<file path="src/hw/rtl/table_driven_moore_acceptor_defines.svh">
// ---------------------------------------------------------------------------
// Assertion macros for the table driven acceptor
// Immediate-implication and next-cycle-implication property wrappers.
// ---------------------------------------------------------------------------
`ifndef TABLE_DRIVEN_MOORE_ACCEPTOR_DEFINES_SVH
`define TABLE_DRIVEN_MOORE_ACCEPTOR_DEFINES_SVH

// Check cons in the same cycle as ante.
`define TDMA_ASSERT_NOW(label, rst, ante, cons) \
   label: assert property (@(posedge clock) disable iff (rst) (ante) |-> (cons)) \
      else $error("tdma: same-cycle check failed");

// Check cons in the cycle after ante.
`define TDMA_ASSERT_NEXT(label, rst, ante, cons) \
   label: assert property (@(posedge clock) disable iff (rst) (ante) |=> (cons)) \
      else $error("tdma: next-cycle check failed");

`endif

</file>
<file path="src/hw/rtl/tdma_pkg.sv">
// ---------------------------------------------------------------------------
// tdma_pkg
// Field widths, opcodes, register indexes and shared types of the acceptor.
// ---------------------------------------------------------------------------
package tdma_pkg;

   localparam int OP_W       = 2;
   localparam int STATE_W    = 7;
   localparam int SYM_W      = 8;
   localparam int CODE_W     = 8;
   localparam int TRUSE_W    = 8;
   localparam int CSR_AW     = 3;
   localparam int CSR_DW     = 32;
   localparam int STATE_SPAN = 1 << STATE_W;

   localparam logic [OP_W-1:0] OP_LOAD_TRANS = 2'd0;
   localparam logic [OP_W-1:0] OP_LOAD_STATE = 2'd1;
   localparam logic [OP_W-1:0] OP_START      = 2'd2;
   localparam logic [OP_W-1:0] OP_SYMBOL     = 2'd3;

   localparam logic REG_INITIAL_STATE = 1'b0;
   localparam logic REG_TRANS_IN_USE  = 1'b1;

   typedef struct packed {
      logic [STATE_W-1:0] initial_state;
      logic [TRUSE_W-1:0] trans_in_use;
   } cfg_type;

   typedef struct packed {
      logic [STATE_W-1:0] source;
      logic [STATE_W-1:0] dest;
      logic [SYM_W-1:0]   symbol;
   } trans_entry_type;

   typedef struct packed {
      logic [CODE_W-1:0] code;
      logic              is_final;
   } state_entry_type;

endpackage

</file>
<file path="src/hw/rtl/tdma_req_if.sv">
// ---------------------------------------------------------------------------
// tdma_req_if
// Request channel: load, start and symbol transactions.
// ---------------------------------------------------------------------------
interface tdma_req_if;
   logic                         valid;
   logic                         ready;
   logic [tdma_pkg::OP_W-1:0]    opcode;
   logic [tdma_pkg::STATE_W-1:0] table_index;
   logic [tdma_pkg::STATE_W-1:0] source_state;
   logic [tdma_pkg::STATE_W-1:0] dest_state;
   logic [tdma_pkg::SYM_W-1:0]   symbol;
   logic [tdma_pkg::CODE_W-1:0]  state_output;
   logic                         state_is_final;
   logic                         last_of_string;

   modport source (
      output valid, opcode, table_index, source_state, dest_state, symbol,
             state_output, state_is_final, last_of_string,
      input  ready
   );

   modport sink (
      input  valid, opcode, table_index, source_state, dest_state, symbol,
             state_output, state_is_final, last_of_string,
      output ready
   );
endinterface

</file>
<file path="src/hw/rtl/tdma_rsp_if.sv">
// ---------------------------------------------------------------------------
// tdma_rsp_if
// Response channel: present state, its output code and the verdict.
// ---------------------------------------------------------------------------
interface tdma_rsp_if;
   logic                         valid;
   logic                         ready;
   logic [tdma_pkg::STATE_W-1:0] state_number;
   logic [tdma_pkg::CODE_W-1:0]  output_code;
   logic                         moved;
   logic                         dead;
   logic                         verdict_valid;
   logic                         accepted;

   modport source (
      output valid, state_number, output_code, moved, dead, verdict_valid, accepted,
      input  ready
   );

   modport sink (
      input  valid, state_number, output_code, moved, dead, verdict_valid, accepted,
      output ready
   );
endinterface

</file>
<file path="src/hw/rtl/tdma_csr.sv">
// ---------------------------------------------------------------------------
// tdma_csr
// APB-style register file: initial state and search length.
// ---------------------------------------------------------------------------
module tdma_csr (
   input  logic                        clock,
   input  logic                        reset,
   input  logic                        psel,
   input  logic                        penable,
   input  logic                        pwrite,
   input  logic [tdma_pkg::CSR_AW-1:0] paddr,
   input  logic [tdma_pkg::CSR_DW-1:0] pwdata,
   output logic [tdma_pkg::CSR_DW-1:0] prdata,
   output logic                        pready,
   output tdma_pkg::cfg_type           cfg
);

   tdma_pkg::cfg_type cfg_ff;
   tdma_pkg::cfg_type cfg_in;
   logic              wr_fire;
   logic              reg_sel;

   assign pready  = 1'b1;
   assign wr_fire = psel && penable && pwrite;
   assign reg_sel = paddr[2];
   assign cfg     = cfg_ff;

   always_comb begin
      cfg_in = cfg_ff;
      if (wr_fire) begin
         case (reg_sel)
            tdma_pkg::REG_INITIAL_STATE: begin
               cfg_in.initial_state = pwdata[tdma_pkg::STATE_W-1:0];
            end
            tdma_pkg::REG_TRANS_IN_USE: begin
               cfg_in.trans_in_use = pwdata[tdma_pkg::TRUSE_W-1:0];
            end
            default: begin
               cfg_in = cfg_ff;
            end
         endcase
      end
   end

   always_comb begin
      case (reg_sel)
         tdma_pkg::REG_INITIAL_STATE: prdata = tdma_pkg::CSR_DW'(cfg_ff.initial_state);
         tdma_pkg::REG_TRANS_IN_USE:  prdata = tdma_pkg::CSR_DW'(cfg_ff.trans_in_use);
         default:                     prdata = '0;
      endcase
   end

   always_ff @(posedge clock) begin
      if (reset) begin
         cfg_ff <= '0;
      end else begin
         cfg_ff <= cfg_in;
      end
   end

endmodule

</file>
<file path="src/hw/rtl/tdma_trans_mem.sv">
// ---------------------------------------------------------------------------
// tdma_trans_mem
// Transition table: one write port, one registered read port.
// ---------------------------------------------------------------------------
module tdma_trans_mem #(
   parameter int DEPTH = 128,
   parameter int AW    = 7
) (
   input  logic                      clock,
   input  logic                      wr_en,
   input  logic [AW-1:0]             wr_addr,
   input  tdma_pkg::trans_entry_type wr_data,
   input  logic [AW-1:0]             rd_addr,
   output tdma_pkg::trans_entry_type rd_data
);

   tdma_pkg::trans_entry_type mem [DEPTH];
   tdma_pkg::trans_entry_type rd_data_ff;

   assign rd_data = rd_data_ff;

   always_ff @(posedge clock) begin
      if (wr_en) begin
         mem[wr_addr] <= wr_data;
      end
      rd_data_ff <= mem[rd_addr];
   end

endmodule

</file>
<file path="src/hw/rtl/tdma_state_mem.sv">
// ---------------------------------------------------------------------------
// tdma_state_mem
// State table: output codes and final marks, registered read.
// ---------------------------------------------------------------------------
module tdma_state_mem #(
   parameter int DEPTH = 128,
   parameter int AW    = 7
) (
   input  logic                      clock,
   input  logic                      reset,
   input  logic                      wr_en,
   input  logic [AW-1:0]             wr_addr,
   input  tdma_pkg::state_entry_type wr_data,
   input  logic [AW-1:0]             rd_addr,
   output tdma_pkg::state_entry_type rd_data
);

   tdma_pkg::state_entry_type mem [DEPTH];
   tdma_pkg::state_entry_type rd_entry_ff;
   logic [DEPTH-1:0]          valid_ff;
   logic [DEPTH-1:0]          valid_in;
   logic                      rd_valid_ff;

   // A never-written state reads as not final.
   assign rd_data.code     = rd_entry_ff.code;
   assign rd_data.is_final = rd_entry_ff.is_final && rd_valid_ff;

   always_comb begin
      valid_in = valid_ff;
      if (wr_en) begin
         valid_in[wr_addr] = 1'b1;
      end
   end

   always_ff @(posedge clock) begin
      if (wr_en) begin
         mem[wr_addr] <= wr_data;
      end
      rd_entry_ff <= mem[rd_addr];
   end

   always_ff @(posedge clock) begin
      if (reset) begin
         valid_ff    <= '0;
         rd_valid_ff <= 1'b0;
      end else begin
         valid_ff    <= valid_in;
         rd_valid_ff <= valid_ff[rd_addr];
      end
   end

endmodule

</file>
<file path="src/hw/rtl/table_driven_moore_acceptor.sv">
// ---------------------------------------------------------------------------
// table_driven_moore_acceptor: programmable Moore machine with string verdict
// Loads are written on acceptance. Start: the result passes READ and FORM.
// Symbol: SCAN, READ, FORM; the scan reads n = min(transitions_in_use, table
// depth) entries at one entry per cycle, ending at a hit; dead symbols skip it.
// Reset clears control, registers and final marks at once; no clearing pass.
// ---------------------------------------------------------------------------
`include "table_driven_moore_acceptor_defines.svh"

module table_driven_moore_acceptor #(
   parameter int MAX_STATES      = 128,
   parameter int MAX_TRANSITIONS = 128
) (
   input  logic                        clock,
   input  logic                        reset,
   tdma_req_if.sink                    req_ch,
   tdma_rsp_if.source                  rsp_ch,
   input  logic                        csr_psel,
   input  logic                        csr_penable,
   input  logic                        csr_pwrite,
   input  logic [tdma_pkg::CSR_AW-1:0] csr_paddr,
   input  logic [tdma_pkg::CSR_DW-1:0] csr_pwdata,
   output logic [tdma_pkg::CSR_DW-1:0] csr_prdata,
   output logic                        csr_pready
);

   // Only indexes reachable by the table_index field get storage.
   localparam int TR_DEPTH = (MAX_TRANSITIONS < tdma_pkg::STATE_SPAN) ?
                             MAX_TRANSITIONS : tdma_pkg::STATE_SPAN;
   localparam int ST_DEPTH = (MAX_STATES < tdma_pkg::STATE_SPAN) ?
                             MAX_STATES : tdma_pkg::STATE_SPAN;
   localparam int TR_AW    = (TR_DEPTH > 1) ? $clog2(TR_DEPTH) : 1;
   localparam int ST_AW    = $clog2(ST_DEPTH);
   localparam int CNT_W    = $clog2(TR_DEPTH + 1);

   localparam logic [1:0] S_IDLE = 2'd0;
   localparam logic [1:0] S_SCAN = 2'd1;
   localparam logic [1:0] S_READ = 2'd2;
   localparam logic [1:0] S_FORM = 2'd3;

   tdma_pkg::cfg_type          cfg;
   tdma_pkg::trans_entry_type  tr_wr_data;
   tdma_pkg::trans_entry_type  tr_rd_data;
   tdma_pkg::state_entry_type  st_wr_data;
   tdma_pkg::state_entry_type  st_rd_data;

   logic [1:0]                   state_ff, state_in;
   logic [tdma_pkg::STATE_W-1:0] present_ff, present_in;
   logic                         dead_ff, dead_in;
   logic                         moved_ff, moved_in;
   logic                         last_ff, last_in;
   logic [tdma_pkg::SYM_W-1:0]   sym_ff, sym_in;
   logic [CNT_W-1:0]             cnt_ff, cnt_in;
   logic [CNT_W-1:0]             limit_ff, limit_in;

   logic                         rsp_valid_ff, rsp_valid_in;
   logic [tdma_pkg::STATE_W-1:0] rsp_state_ff, rsp_state_in;
   logic [tdma_pkg::CODE_W-1:0]  rsp_code_ff, rsp_code_in;
   logic                         rsp_moved_ff, rsp_moved_in;
   logic                         rsp_dead_ff, rsp_dead_in;
   logic                         rsp_verdict_ff, rsp_verdict_in;
   logic                         rsp_accepted_ff, rsp_accepted_in;

   logic                         req_accept;
   logic                         tr_wr_en;
   logic                         st_wr_en;
   logic [TR_AW-1:0]             tr_rd_addr;
   logic [CNT_W-1:0]             cnt_nxt;
   logic [CNT_W-1:0]             limit_w;
   logic                         hit;
   logic                         state_in_range;
   logic                         state_final;
   logic [tdma_pkg::CODE_W-1:0]  state_code;

   tdma_csr u_csr (
      .clock   (clock),
      .reset   (reset),
      .psel    (csr_psel),
      .penable (csr_penable),
      .pwrite  (csr_pwrite),
      .paddr   (csr_paddr),
      .pwdata  (csr_pwdata),
      .prdata  (csr_prdata),
      .pready  (csr_pready),
      .cfg     (cfg)
   );

   assign req_ch.ready = (state_ff == S_IDLE);
   assign req_accept   = req_ch.valid && req_ch.ready;

   assign tr_wr_en = req_accept && (req_ch.opcode == tdma_pkg::OP_LOAD_TRANS) &&
                     (32'(req_ch.table_index) < TR_DEPTH);
   assign st_wr_en = req_accept && (req_ch.opcode == tdma_pkg::OP_LOAD_STATE) &&
                     (32'(req_ch.table_index) < ST_DEPTH);

   assign tr_wr_data.source   = req_ch.source_state;
   assign tr_wr_data.dest     = req_ch.dest_state;
   assign tr_wr_data.symbol   = req_ch.symbol;
   assign st_wr_data.code     = req_ch.state_output;
   assign st_wr_data.is_final = req_ch.state_is_final;

   // Prefetch the next entry while the current one is compared.
   assign cnt_nxt    = cnt_ff + CNT_W'(1);
   assign tr_rd_addr = (state_ff == S_SCAN) ? cnt_nxt[TR_AW-1:0] : '0;

   tdma_trans_mem #(
      .DEPTH (TR_DEPTH),
      .AW    (TR_AW)
   ) u_trans_mem (
      .clock   (clock),
      .wr_en   (tr_wr_en),
      .wr_addr (TR_AW'(req_ch.table_index)),
      .wr_data (tr_wr_data),
      .rd_addr (tr_rd_addr),
      .rd_data (tr_rd_data)
   );

   tdma_state_mem #(
      .DEPTH (ST_DEPTH),
      .AW    (ST_AW)
   ) u_state_mem (
      .clock   (clock),
      .reset   (reset),
      .wr_en   (st_wr_en),
      .wr_addr (ST_AW'(req_ch.table_index)),
      .wr_data (st_wr_data),
      .rd_addr (ST_AW'(present_ff)),
      .rd_data (st_rd_data)
   );

   // Saturate the search length at the table depth.
   assign limit_w = (32'(cfg.trans_in_use) > TR_DEPTH) ? CNT_W'(TR_DEPTH) :
                                                         CNT_W'(cfg.trans_in_use);

   // Compare unit: source state and symbol match.
   assign hit = (tr_rd_data.source == present_ff) && (tr_rd_data.symbol == sym_ff);

   assign state_in_range = (32'(present_ff) < ST_DEPTH);
   assign state_code     = state_in_range ? st_rd_data.code : '0;
   assign state_final    = state_in_range && st_rd_data.is_final;

   always_comb begin
      state_in        = state_ff;
      present_in      = present_ff;
      dead_in         = dead_ff;
      moved_in        = moved_ff;
      last_in         = last_ff;
      sym_in          = sym_ff;
      cnt_in          = cnt_ff;
      limit_in        = limit_ff;
      rsp_valid_in    = rsp_valid_ff && !rsp_ch.ready;
      rsp_state_in    = rsp_state_ff;
      rsp_code_in     = rsp_code_ff;
      rsp_moved_in    = rsp_moved_ff;
      rsp_dead_in     = rsp_dead_ff;
      rsp_verdict_in  = rsp_verdict_ff;
      rsp_accepted_in = rsp_accepted_ff;

      case (state_ff)
         S_IDLE: begin
            if (req_accept) begin
               case (req_ch.opcode)
                  tdma_pkg::OP_START: begin
                     present_in = cfg.initial_state;
                     dead_in    = 1'b0;
                     moved_in   = 1'b1;
                     last_in    = req_ch.last_of_string;
                     state_in   = S_READ;
                  end
                  tdma_pkg::OP_SYMBOL: begin
                     moved_in = 1'b0;
                     last_in  = req_ch.last_of_string;
                     sym_in   = req_ch.symbol;
                     if (dead_ff || (limit_w == '0)) begin
                        dead_in  = 1'b1;
                        state_in = S_READ;
                     end else begin
                        cnt_in   = '0;
                        limit_in = limit_w;
                        state_in = S_SCAN;
                     end
                  end
                  default: begin
                     state_in = S_IDLE;
                  end
               endcase
            end
         end
         S_SCAN: begin
            if (hit) begin
               present_in = tr_rd_data.dest;
               moved_in   = 1'b1;
               state_in   = S_READ;
            end else if (cnt_nxt == limit_ff) begin
               dead_in  = 1'b1;
               state_in = S_READ;
            end else begin
               cnt_in = cnt_nxt;
            end
         end
         S_READ: begin
            state_in = S_FORM;
         end
         S_FORM: begin
            // Hold until the output register is free.
            if (!rsp_valid_ff || rsp_ch.ready) begin
               rsp_valid_in    = 1'b1;
               rsp_state_in    = present_ff;
               rsp_code_in     = state_code;
               rsp_moved_in    = moved_ff;
               rsp_dead_in     = dead_ff;
               rsp_verdict_in  = last_ff;
               rsp_accepted_in = last_ff && !dead_ff && state_final;
               state_in        = S_IDLE;
            end
         end
         default: begin
            state_in = S_IDLE;
         end
      endcase
   end

   always_ff @(posedge clock) begin
      if (reset) begin
         state_ff     <= S_IDLE;
         present_ff   <= '0;
         dead_ff      <= 1'b0;
         moved_ff     <= 1'b0;
         last_ff      <= 1'b0;
         cnt_ff       <= '0;
         limit_ff     <= '0;
         rsp_valid_ff <= 1'b0;
      end else begin
         state_ff     <= state_in;
         present_ff   <= present_in;
         dead_ff      <= dead_in;
         moved_ff     <= moved_in;
         last_ff      <= last_in;
         cnt_ff       <= cnt_in;
         limit_ff     <= limit_in;
         rsp_valid_ff <= rsp_valid_in;
      end
   end

   always_ff @(posedge clock) begin
      sym_ff          <= sym_in;
      rsp_state_ff    <= rsp_state_in;
      rsp_code_ff     <= rsp_code_in;
      rsp_moved_ff    <= rsp_moved_in;
      rsp_dead_ff     <= rsp_dead_in;
      rsp_verdict_ff  <= rsp_verdict_in;
      rsp_accepted_ff <= rsp_accepted_in;
   end

   assign rsp_ch.valid         = rsp_valid_ff;
   assign rsp_ch.state_number  = rsp_state_ff;
   assign rsp_ch.output_code   = rsp_code_ff;
   assign rsp_ch.moved         = rsp_moved_ff;
   assign rsp_ch.dead          = rsp_dead_ff;
   assign rsp_ch.verdict_valid = rsp_verdict_ff;
   assign rsp_ch.accepted      = rsp_accepted_ff;

   `TDMA_ASSERT_NOW(a_scan_bound, reset, state_ff == S_SCAN, cnt_ff < limit_ff)
   `TDMA_ASSERT_NEXT(a_dead_skip, reset, req_accept && (req_ch.opcode == tdma_pkg::OP_SYMBOL) && dead_ff, (state_ff == S_READ) && !moved_ff && dead_ff)
   `TDMA_ASSERT_NOW(a_verdict, reset, rsp_ch.valid && rsp_ch.accepted, rsp_ch.verdict_valid && !rsp_ch.dead)

endmodule

</file>
<file path="src/flat_wrapper.sv">
// flat-port wrapper written by rule: the top's interface ports become plain ports
module table_driven_moore_acceptor_flat 
#(
   parameter int MAX_STATES      = 128,
   parameter int MAX_TRANSITIONS = 128
)
  (clock, reset, csr_psel, csr_penable, csr_pwrite, csr_paddr, csr_pwdata, csr_prdata, csr_pready, req_ch_valid, req_ch_opcode, req_ch_table_index, req_ch_source_state, req_ch_dest_state, req_ch_symbol, req_ch_state_output, req_ch_state_is_final, req_ch_last_of_string, req_ch_ready, rsp_ch_valid, rsp_ch_state_number, rsp_ch_output_code, rsp_ch_moved, rsp_ch_dead, rsp_ch_verdict_valid, rsp_ch_accepted, rsp_ch_ready);
  tdma_req_if req_ch_i ();
  tdma_rsp_if rsp_ch_i ();
  input  logic clock;
  input  logic reset;
  input  logic csr_psel;
  input  logic csr_penable;
  input  logic csr_pwrite;
  input  logic [tdma_pkg::CSR_AW-1:0] csr_paddr;
  input  logic [tdma_pkg::CSR_DW-1:0] csr_pwdata;
  output logic [tdma_pkg::CSR_DW-1:0] csr_prdata;
  output logic csr_pready;
  input wire logic [$bits(req_ch_i.valid)-1:0] req_ch_valid;
  input wire logic [$bits(req_ch_i.opcode)-1:0] req_ch_opcode;
  input wire logic [$bits(req_ch_i.table_index)-1:0] req_ch_table_index;
  input wire logic [$bits(req_ch_i.source_state)-1:0] req_ch_source_state;
  input wire logic [$bits(req_ch_i.dest_state)-1:0] req_ch_dest_state;
  input wire logic [$bits(req_ch_i.symbol)-1:0] req_ch_symbol;
  input wire logic [$bits(req_ch_i.state_output)-1:0] req_ch_state_output;
  input wire logic [$bits(req_ch_i.state_is_final)-1:0] req_ch_state_is_final;
  input wire logic [$bits(req_ch_i.last_of_string)-1:0] req_ch_last_of_string;
  output wire logic [$bits(req_ch_i.ready)-1:0] req_ch_ready;
  output wire logic [$bits(rsp_ch_i.valid)-1:0] rsp_ch_valid;
  output wire logic [$bits(rsp_ch_i.state_number)-1:0] rsp_ch_state_number;
  output wire logic [$bits(rsp_ch_i.output_code)-1:0] rsp_ch_output_code;
  output wire logic [$bits(rsp_ch_i.moved)-1:0] rsp_ch_moved;
  output wire logic [$bits(rsp_ch_i.dead)-1:0] rsp_ch_dead;
  output wire logic [$bits(rsp_ch_i.verdict_valid)-1:0] rsp_ch_verdict_valid;
  output wire logic [$bits(rsp_ch_i.accepted)-1:0] rsp_ch_accepted;
  input wire logic [$bits(rsp_ch_i.ready)-1:0] rsp_ch_ready;
  assign req_ch_i.valid = req_ch_valid;
  assign req_ch_i.opcode = req_ch_opcode;
  assign req_ch_i.table_index = req_ch_table_index;
  assign req_ch_i.source_state = req_ch_source_state;
  assign req_ch_i.dest_state = req_ch_dest_state;
  assign req_ch_i.symbol = req_ch_symbol;
  assign req_ch_i.state_output = req_ch_state_output;
  assign req_ch_i.state_is_final = req_ch_state_is_final;
  assign req_ch_i.last_of_string = req_ch_last_of_string;
  assign req_ch_ready = req_ch_i.ready;
  assign rsp_ch_valid = rsp_ch_i.valid;
  assign rsp_ch_state_number = rsp_ch_i.state_number;
  assign rsp_ch_output_code = rsp_ch_i.output_code;
  assign rsp_ch_moved = rsp_ch_i.moved;
  assign rsp_ch_dead = rsp_ch_i.dead;
  assign rsp_ch_verdict_valid = rsp_ch_i.verdict_valid;
  assign rsp_ch_accepted = rsp_ch_i.accepted;
  assign rsp_ch_i.ready = rsp_ch_ready;
  table_driven_moore_acceptor #(.MAX_STATES(MAX_STATES), .MAX_TRANSITIONS(MAX_TRANSITIONS)) u_core (.clock(clock), .reset(reset), .req_ch(req_ch_i), .rsp_ch(rsp_ch_i), .csr_psel(csr_psel), .csr_penable(csr_penable), .csr_pwrite(csr_pwrite), .csr_paddr(csr_paddr), .csr_pwdata(csr_pwdata), .csr_prdata(csr_prdata), .csr_pready(csr_pready));
endmodule
</file>
<file path="config.mk">
export PLATFORM = sky130hd
export DESIGN_NAME = table_driven_moore_acceptor_flat
export DESIGN_NICKNAME = d
export VERILOG_FILES = /design/src/hw/rtl/tdma_pkg.sv /design/src/hw/rtl/tdma_req_if.sv /design/src/hw/rtl/tdma_rsp_if.sv /design/src/hw/rtl/tdma_csr.sv /design/src/hw/rtl/tdma_trans_mem.sv /design/src/hw/rtl/tdma_state_mem.sv /design/src/hw/rtl/table_driven_moore_acceptor.sv /design/src/flat_wrapper.sv
export VERILOG_INCLUDE_DIRS = /design/src /design/src/hw/rtl
export SDC_FILE = /design/constraint.sdc
export NUM_CORES = 2
export LEC_CHECK = 0
export BUFFER_PORTS_ARGS = -buffer_cell sky130_fd_sc_hd__buf_4
export CELL_PAD_IN_SITES_DETAIL_PLACEMENT = 0
export CELL_PAD_IN_SITES_GLOBAL_PLACEMENT = 1
export CORE_MARGIN = 2
export CORE_UTILIZATION = 35
export CTS_CLUSTER_SIZE = 10
export DETAILED_ROUTE_END_ITERATION = 12
export GPL_TIMING_DRIVEN = 1
export PLACE_DENSITY = 0.61
export SETUP_SLACK_MARGIN = 0.5
export SYNTH_ARGS = -nofsm -noshare
export SYNTH_HDL_FRONTEND = slang
export SYNTH_SLANG_ARGS = --single-unit
export TNS_END_PERCENT = 30
</file>
<file path="constraint.sdc">
create_clock -name clock -period 3.04 [get_ports clock]
set_clock_uncertainty 0.1 [all_clocks]
set_input_delay 0.152 -clock clock [delete_from_list [all_inputs] [get_ports clock]]
set_output_delay 0.152 -clock clock [all_outputs]
set_load 0.02 [all_outputs]
</file>
; After elaboration in Yosys (flattened, before gate mapping)
; Memories as Yosys holds them, arrays and structs flattened. A register that Yosys moved wholly into a read port is not among the register bits.
; Cells that the tools add are included.
[classes]
order_cmp = 4
reduce_logical = 32
multipliers = 0
addsub = 1
bitwise = 3
n_eq_ne = 21
shift = 0
mux = 40
div = 0
[op_table]
columns = cell, n
row1 = $or 128x128->128, 1
row2 = $pmux 32 s2, 1
row3 = $mux 8, 6
row4 = $mux 7, 4
row5 = $eq 8x8->1, 2
row6 = $lt 7x8->1 const B, 2
row7 = $pmux 8 s2, 1
row8 = $mux 1, 14
row9 = $ne 2x2->1 const B, 7
row10 = $pmux 7 s2, 1
row11 = $reduce_and 4->1, 3
row12 = $reduce_and 6->1, 2
row13 = $logic_and 1x1->1, 11
row14 = $mux 2, 5
row15 = $reduce_and 3->1, 3
row16 = $add 8x1->8 const B, 1
row17 = $eq 2x2->1 const B, 4
row18 = $gt 8x8->1 const B, 1
row19 = $logic_not 8->1, 1
row20 = $pmux 1 s2, 4
row21 = $pmux 2 s4, 1
row22 = $bmux 1 s7, 1
row23 = $demux 1 s7, 1
row24 = $eq 7x7->1, 1
row25 = 13 further kinds, 23
[totals]
ram_bits = 3968
latch_bits = 0
romBits = 0
wordCells = 122
regBits = 200
out_inout_bits = 54
memories = 2
[memory_table]
columns = memory, depth, width, read_ports, rd_ports_with_merged_regs, write_ports, line_no
row1 = u_core.u_trans_mem.mem, 128, 22, 1, 1, 1, tdma_trans_mem.sv:17  ; tdma_pkg::trans_entry_type mem [DEPTH];
row2 = u_core.u_state_mem.mem, 128, 9, 1, 1, 1, tdma_state_mem.sv:18  ; tdma_pkg::state_entry_type mem [DEPTH];

; Longest topological paths before layout
[logic_depth]
depth_word = 8
ltp_mapped = 14

; Cells and area by module
; From an unflattened synthesis, not the netlist that was laid out.
[unflattened]
cells_unflattened = 7245
hier_area_um2 = 160910.6
[modules_own_cells]
columns = module, cells_per_inst, area_each_um2, instances, seq_area_each_um2
row1 = tdma_trans_mem, 4175, 107663.3, 1, 85001.5
row2 = tdma_state_mem, 2692, 49433.7, 1, 37355.8
row3 = table_driven_moore_acceptor, 283, 2864.0, 1, 1391.3
row4 = tdma_csr, 95, 949.7, 1, 300.3

; Worst setup path before layout
; No wires, ideal clock.
[synth_timing]
path_kind = register -> register
startpoint = register u_core.state_ff[1]
endpoint = memory u_core.u_trans_mem.mem[119][0] (netlist name) (enable)
required_time_ps = 2539
setup_slack_ps = -298
stages_incl_launch_ff = 8
n_path_buf = 1
setup_ps = 401
t_arrival_ps = 2837
cell_sequence = dfxtp_1 -> inv_1 -> ha_1 -> nand2_1 -> nor4b_1 -> nand3_1 -> clkbuf_1 -> nor2_1
[synth_via]
elab_chain_len = 5
[synth_lines]
columns = item, line_no
row1 = start: declaration, table_driven_moore_acceptor.sv:47  ; logic [1:0] state_ff, state_in;
row2 = start signal: assignment, table_driven_moore_acceptor.sv:234  ; state_ff <= state_in;
row3 = $logic_not 2->1, table_driven_moore_acceptor.sv:88  ; assign req_ch.ready = (state_ff == S_IDLE);
row4 = via req_ch_ready, flat_wrapper.sv:28  ; output wire logic [$bits(req_ch_i.ready)-1:0] req_ch_ready;
row5 = $logic_and 1x1->1, table_driven_moore_acceptor.sv:89  ; assign req_accept = req_ch.valid && req_ch.ready;
row6 = $logic_and 1x1->1, table_driven_moore_acceptor.sv:91  ; assign tr_wr_en = req_accept && (req_ch.opcode == tdma_pkg::OP_LOAD_TRANS) &&
row7 = $mux 1, tdma_trans_mem.sv:23  ; if (wr_en) begin
row8 = $mux 1 (implied by the code), tdma_trans_mem.sv:24  ; mem[wr_addr] <= wr_data;
row9 = end: declaration, tdma_trans_mem.sv:17
; The timed path passes the listed nets, and every way through them passes these cells.

; Worst setup path in the final report
[layout_timing]
startpoint = register u_core.cnt_ff[0]
endpoint = register, netlist name u_core.u_trans_mem.rd_data[10]
[layout_via]
elab_chain_len = 2
[layout_lines]
columns = item, line_no
row1 = start: declaration, table_driven_moore_acceptor.sv:53  ; logic [CNT_W-1:0] cnt_ff, cnt_in;
row2 = start signal: assignment, table_driven_moore_acceptor.sv:239  ; cnt_ff <= cnt_in;
row3 = $add 8x1->8, table_driven_moore_acceptor.sv:103  ; assign cnt_nxt = cnt_ff + CNT_W'(1);
row4 = $mux 7, table_driven_moore_acceptor.sv:104  ; assign tr_rd_addr = (state_ff == S_SCAN) ? cnt_nxt[TR_AW-1:0] : '0;
; Every way passes these cells.
; A chain may end at the register's enable or synchronous reset.

==> results.txt <==
After synthesis the netlist holds a flip-flop and latch count of 4199. The global-route wire length before repair is 742 mm. Cell internal power was estimated by the tool at 98.9 mW. The count of yosys warnings during synthesis is 0, and the vias per cell is 5.61. The final reports fail on setup timing. The total number of placement rows came out at 251. Of all nets on the critical path, the largest fanout is 8.

The hold violation total from the final report is 0, and the tightest slew margin relative to the limit is 25.2%. The die is 688 µm tall. The maximum level of the CTS H-tree came out at 5. After the first detailed-routing iteration, the DRC count stood at 12861. For the global-route total usage across every layer, the log shows 21.8%. Final hold slack: 0.0844 ns. Along the worst hold path, the cell count comes to 2.

The largest buffer count on any clock path was 4; the die width was 688 µm. Once layout is complete, the utilization of the core stands at 43.5%. The mapped netlist covers 164000 µm². The run gives 0 as the total of max-cap violations. Input and output buffers added on the ports amount to 85.

The endpoint identified for the worst register-to-register timing path is u_core.u_trans_mem.rd_data[10]$_DFF_P_. The worst slack at placement is -1.22 ns, and the slew at the pin with the worst max-slew slack is 1.12 ns. The worst setup slack after layout is -0.289 ns, and the number of buffers inserted during clock tree synthesis is 468. The clock network fraction of total power was 38.7%. The switching part of the total power was 24.8%. For the filler cell count in the final layout, the log shows 40724. Compared with the post-synthesis result, the final layout area differs by 23.9%. The instance count of the mapped netlist is 9942. In this run the power spent charging and discharging nets is 32.5 mW. After routing, the total negative slack on setup checks comes to -4.86 ns.

The tools report the cell at the root of the clock tree as clkbuf_16. Once detail routing completed, the nets flagged for antenna violations numbered 0. The area of the multi-input gates is 39500 µm². Setup repair after global routing could not meet its margin everywhere. Power spread over the standard cell area amounts to 648 nW/µm². For the global placement routability congestion, the log shows 0.872. Combinational logic is responsible for 12.6% of the overall power. Static timing analysis puts the maximum clock frequency at 300 MHz. The clock latency of the later-clocked register in the worst-skew pair is 1.02 ns, and the cell leakage power is 63.6 nW.

In the synthesized netlist, the cells that appear most often are edfxtp_1, nand2_1, nor2_1. The first detailed-routing pass ran for 6 iterations. VDD sags by at most 0.574 mV. In the final routed layout, each cell accounts on average for 30.2 µm. At the worst endpoint, the required time is 3.82 ns.

After synthesis, the share of flip-flops with an asynchronous set or reset is 0%. The post-route netlist has 26.3% of its cells at a drive strength greater than 1. The finished layout holds 17748 standard cells, fillers aside. At the worst endpoint, the arrival time is 4.11 ns. The unique cell type count in the Yosys netlist is 67, and the number of cells on the worst reg-to-reg path is 13.

Detailed placement finished with a half-perimeter wire length of 320 mm. The average instance in the mapped netlist occupies 16.5 µm². TritonCTS built the clock tree.

The run finished, with violations left. For the wire length reported by the detailed router, the log shows 537 mm. 137 I/O pins were placed. Worst flop-to-flop path startpoint: u_core.cnt_ff[0]$_SDFFE_PP0P_. The worst hold path belongs to the class in2reg.

Setup slack on the worst reg-to-reg path comes out at -0.29 ns. The run gives 0 as the count of pins over their slew limit. The worst path uses 110% of the clock period.

For this run, the leading register cell type out of synthesis is edfxtp_1. The cell type with the largest total area after synthesis is edfxtp_1. Of the total power, registers draw 48.7%.

In the post-synthesis netlist, the cell with the most instances is edfxtp_1. Across the whole layout, storage elements account for 124000 µm². The logs give 466000 µm² for the area of the core region and 16670 for the placed instance count. The number of antenna violations at the first check in global routing is 27, and the residual DRC count is 0. Setup violations remaining at the end of the flow were counted as 29. The tools report the worst hold endpoint as u_core.u_trans_mem.mem[45][18]$_DFFE_PP_. The leftover overflow at the end of global routing is 0, and the clock transition at the registers of the reported paths is 0.06 ns.

The final route contains 99506 vias. Yosys attributes the largest share of cell area to edfxtp_1, mux4_2, dfxtp_1. The kind of end point of the critical path is a register. In this run the biggest area consumer among cell types represents 73.3% of the synthesized area.

The net count of the finished layout is 11352. The final period demand of the worst path works out to 3.33 ns. For this run, the register share of the synthesized area comes to 75.8%. The startpoint identified for the worst hold timing path is req_ch_source_state[3]. The die covers 473000 µm².

The initial utilization of the core area, before any placement, comes to 35.1%. The setup path with the least slack is of type reg2reg. The tools report the via count of the first global-routing pass as 97145. Counting every sink on the clock net gives 4199. The tools report the pin count of the biggest net entering global routing as 129. The kind of launch point of the worst setup path was a register.

In this run, synthesis inferred 3995 flip-flops with an integrated enable.
## cell type report
| class | instances | area share [%] |
|---|---|---|
| sequential | 4199 | 61.2 |
| multi-input combinational | 5028 | 19.5 |
| timing repair buffer | 1558 | 8.92 |
| clock buffer | 706 | 6.31 |
| tap | 6198 | 3.82 |
| clock inverter | 39 | 0.205 |
| inverter | 9 | 0.0265 |
| antenna | 11 | 0.0136 |
## worst max-delay path: stages (launching register included)
cell	delay [ns]
dfxtp_4	0.36
ha_4	0.20
xnor2_4	0.16
buf_12	0.16
nor2_4	0.19
buf_6	0.14
buf_12	0.13
mux2_2	0.33
o22ai_1	0.12
a21oi_1	0.07
o211ai_1	0.58
and4_4	0.43
buf_12	0.12
o211ai_1	0.09
## flip-flops by register name, indices dropped and copies added (netlist names), 8 cells and up
| register | count |
|---|---|
| u_core.u_state_mem.rd_data | 8 |
| u_core.u_trans_mem.rd_data | 22 |
| u_core.cnt_ff | 8 |
| u_core.rsp_ch.output_code | 8 |
| u_core.u_state_mem.mem | 1152 |
| u_core.u_trans_mem.mem | 2816 |
| u_core.u_csr.cfg | 15 |
| u_core.limit_ff | 8 |
| u_core.sym_ff | 8 |
| u_core.u_state_mem.valid_ff | 128 |
## per-layer routing
| layer | vias up | global-route usage (%) | routed length [µm] |
|---|---|---|---|
| li1 | 42081 | - | - |
| met1 | 51989 | 30.0 | 220000 |
| met2 | 4610 | 34.8 | 251000 |
| met3 | 822 | 3.78 | 45100 |
| met4 | 4 | 7.82 | 20500 |
| met5 | - | 0 | 27 |
## logic make-up (layout without fill, tap and decap cells)
logic type,after synthesis,in the layout,share of synthesized area (%)
mux,816,816,8.61
buf+inv,738,2312,1.91
xor+xnor,30,30,0.200
simple gates,2139,2139,5.50
compound gates,2013,2013,7.96
other cells,2,36,0.00459
flops,4199,4199,75.8
fa+ha+maj,5,5,0.0382
## worst max path at each step
stage,start,endpoint,cells after the start
2_1_floorplan,u_core.present_ff[0]$_SDFFE_PP0P_,u_core.u_state_mem.rd_data[6]$_DFF_P_,7
6_report,u_core.cnt_ff[0]$_SDFFE_PP0P_,u_core.u_trans_mem.rd_data[10]$_DFF_P_,13
4_1_cts,u_core.cnt_ff[0]$_SDFFE_PP0P_,u_core.u_trans_mem.rd_data[9]$_DFF_P_,16
3_5_place_dp,u_core.cnt_ff[2]$_SDFFE_PP0P_,u_core.u_trans_mem.rd_data[13]$_DFF_P_,11
3_3_place_gp,u_core.cnt_ff[2]$_SDFFE_PP0P_,u_core.u_trans_mem.rd_data[13]$_DFF_P_,12
5_1_grt,u_core.cnt_ff[0]$_SDFFE_PP0P_,u_core.u_trans_mem.rd_data[10]$_DFF_P_,16
## through the flow
stage               total power [mW]  cell area (µm²)
floorplan                       72.0           165000
global placement                79.6           182000
detailed placement              79.7           183000
CTS                              131           200000
global route                     135           203000
finish                           131           203000
## timing repair
action                                  in CTS  in global routing
resized for setup                          362                309
hold buffers                               100                  0
cloned                                      27                 26
endpoints found under the setup margin    1259                693
hold endpoints to repair                  4718                  0
pin swaps                                   78                 82
setup buffers                               92                 77
## placed cells by master (no fill, tap or decap), drive strengths merged, types with 90 or more instances in the layout
cell and n:
mux2 101, mux4 463, nand2 991, edfxtp 3995, nor2 678, o22ai 146
dlygate4sd3 99, buf 1426, dfxtp 204, o221ai 197, a31oi 156, a21oi 320
clkbuf 730, or3 90, o21ai 612, o211ai 154, mux2i 252, nand3 161
## power groups by stage
stage	registers (mW)	logic, mW	clock network [mW]
CTS	63.9	15.9	51.7
global route	63.9	17.3	53.8
detailed placement	65.1	14.6	0
floorplan	65.0	7.09	0
finish	63.9	16.6	50.9
global placement	65.1	14.5	0
Note: power is estimated with default switching activity, not from simulation.
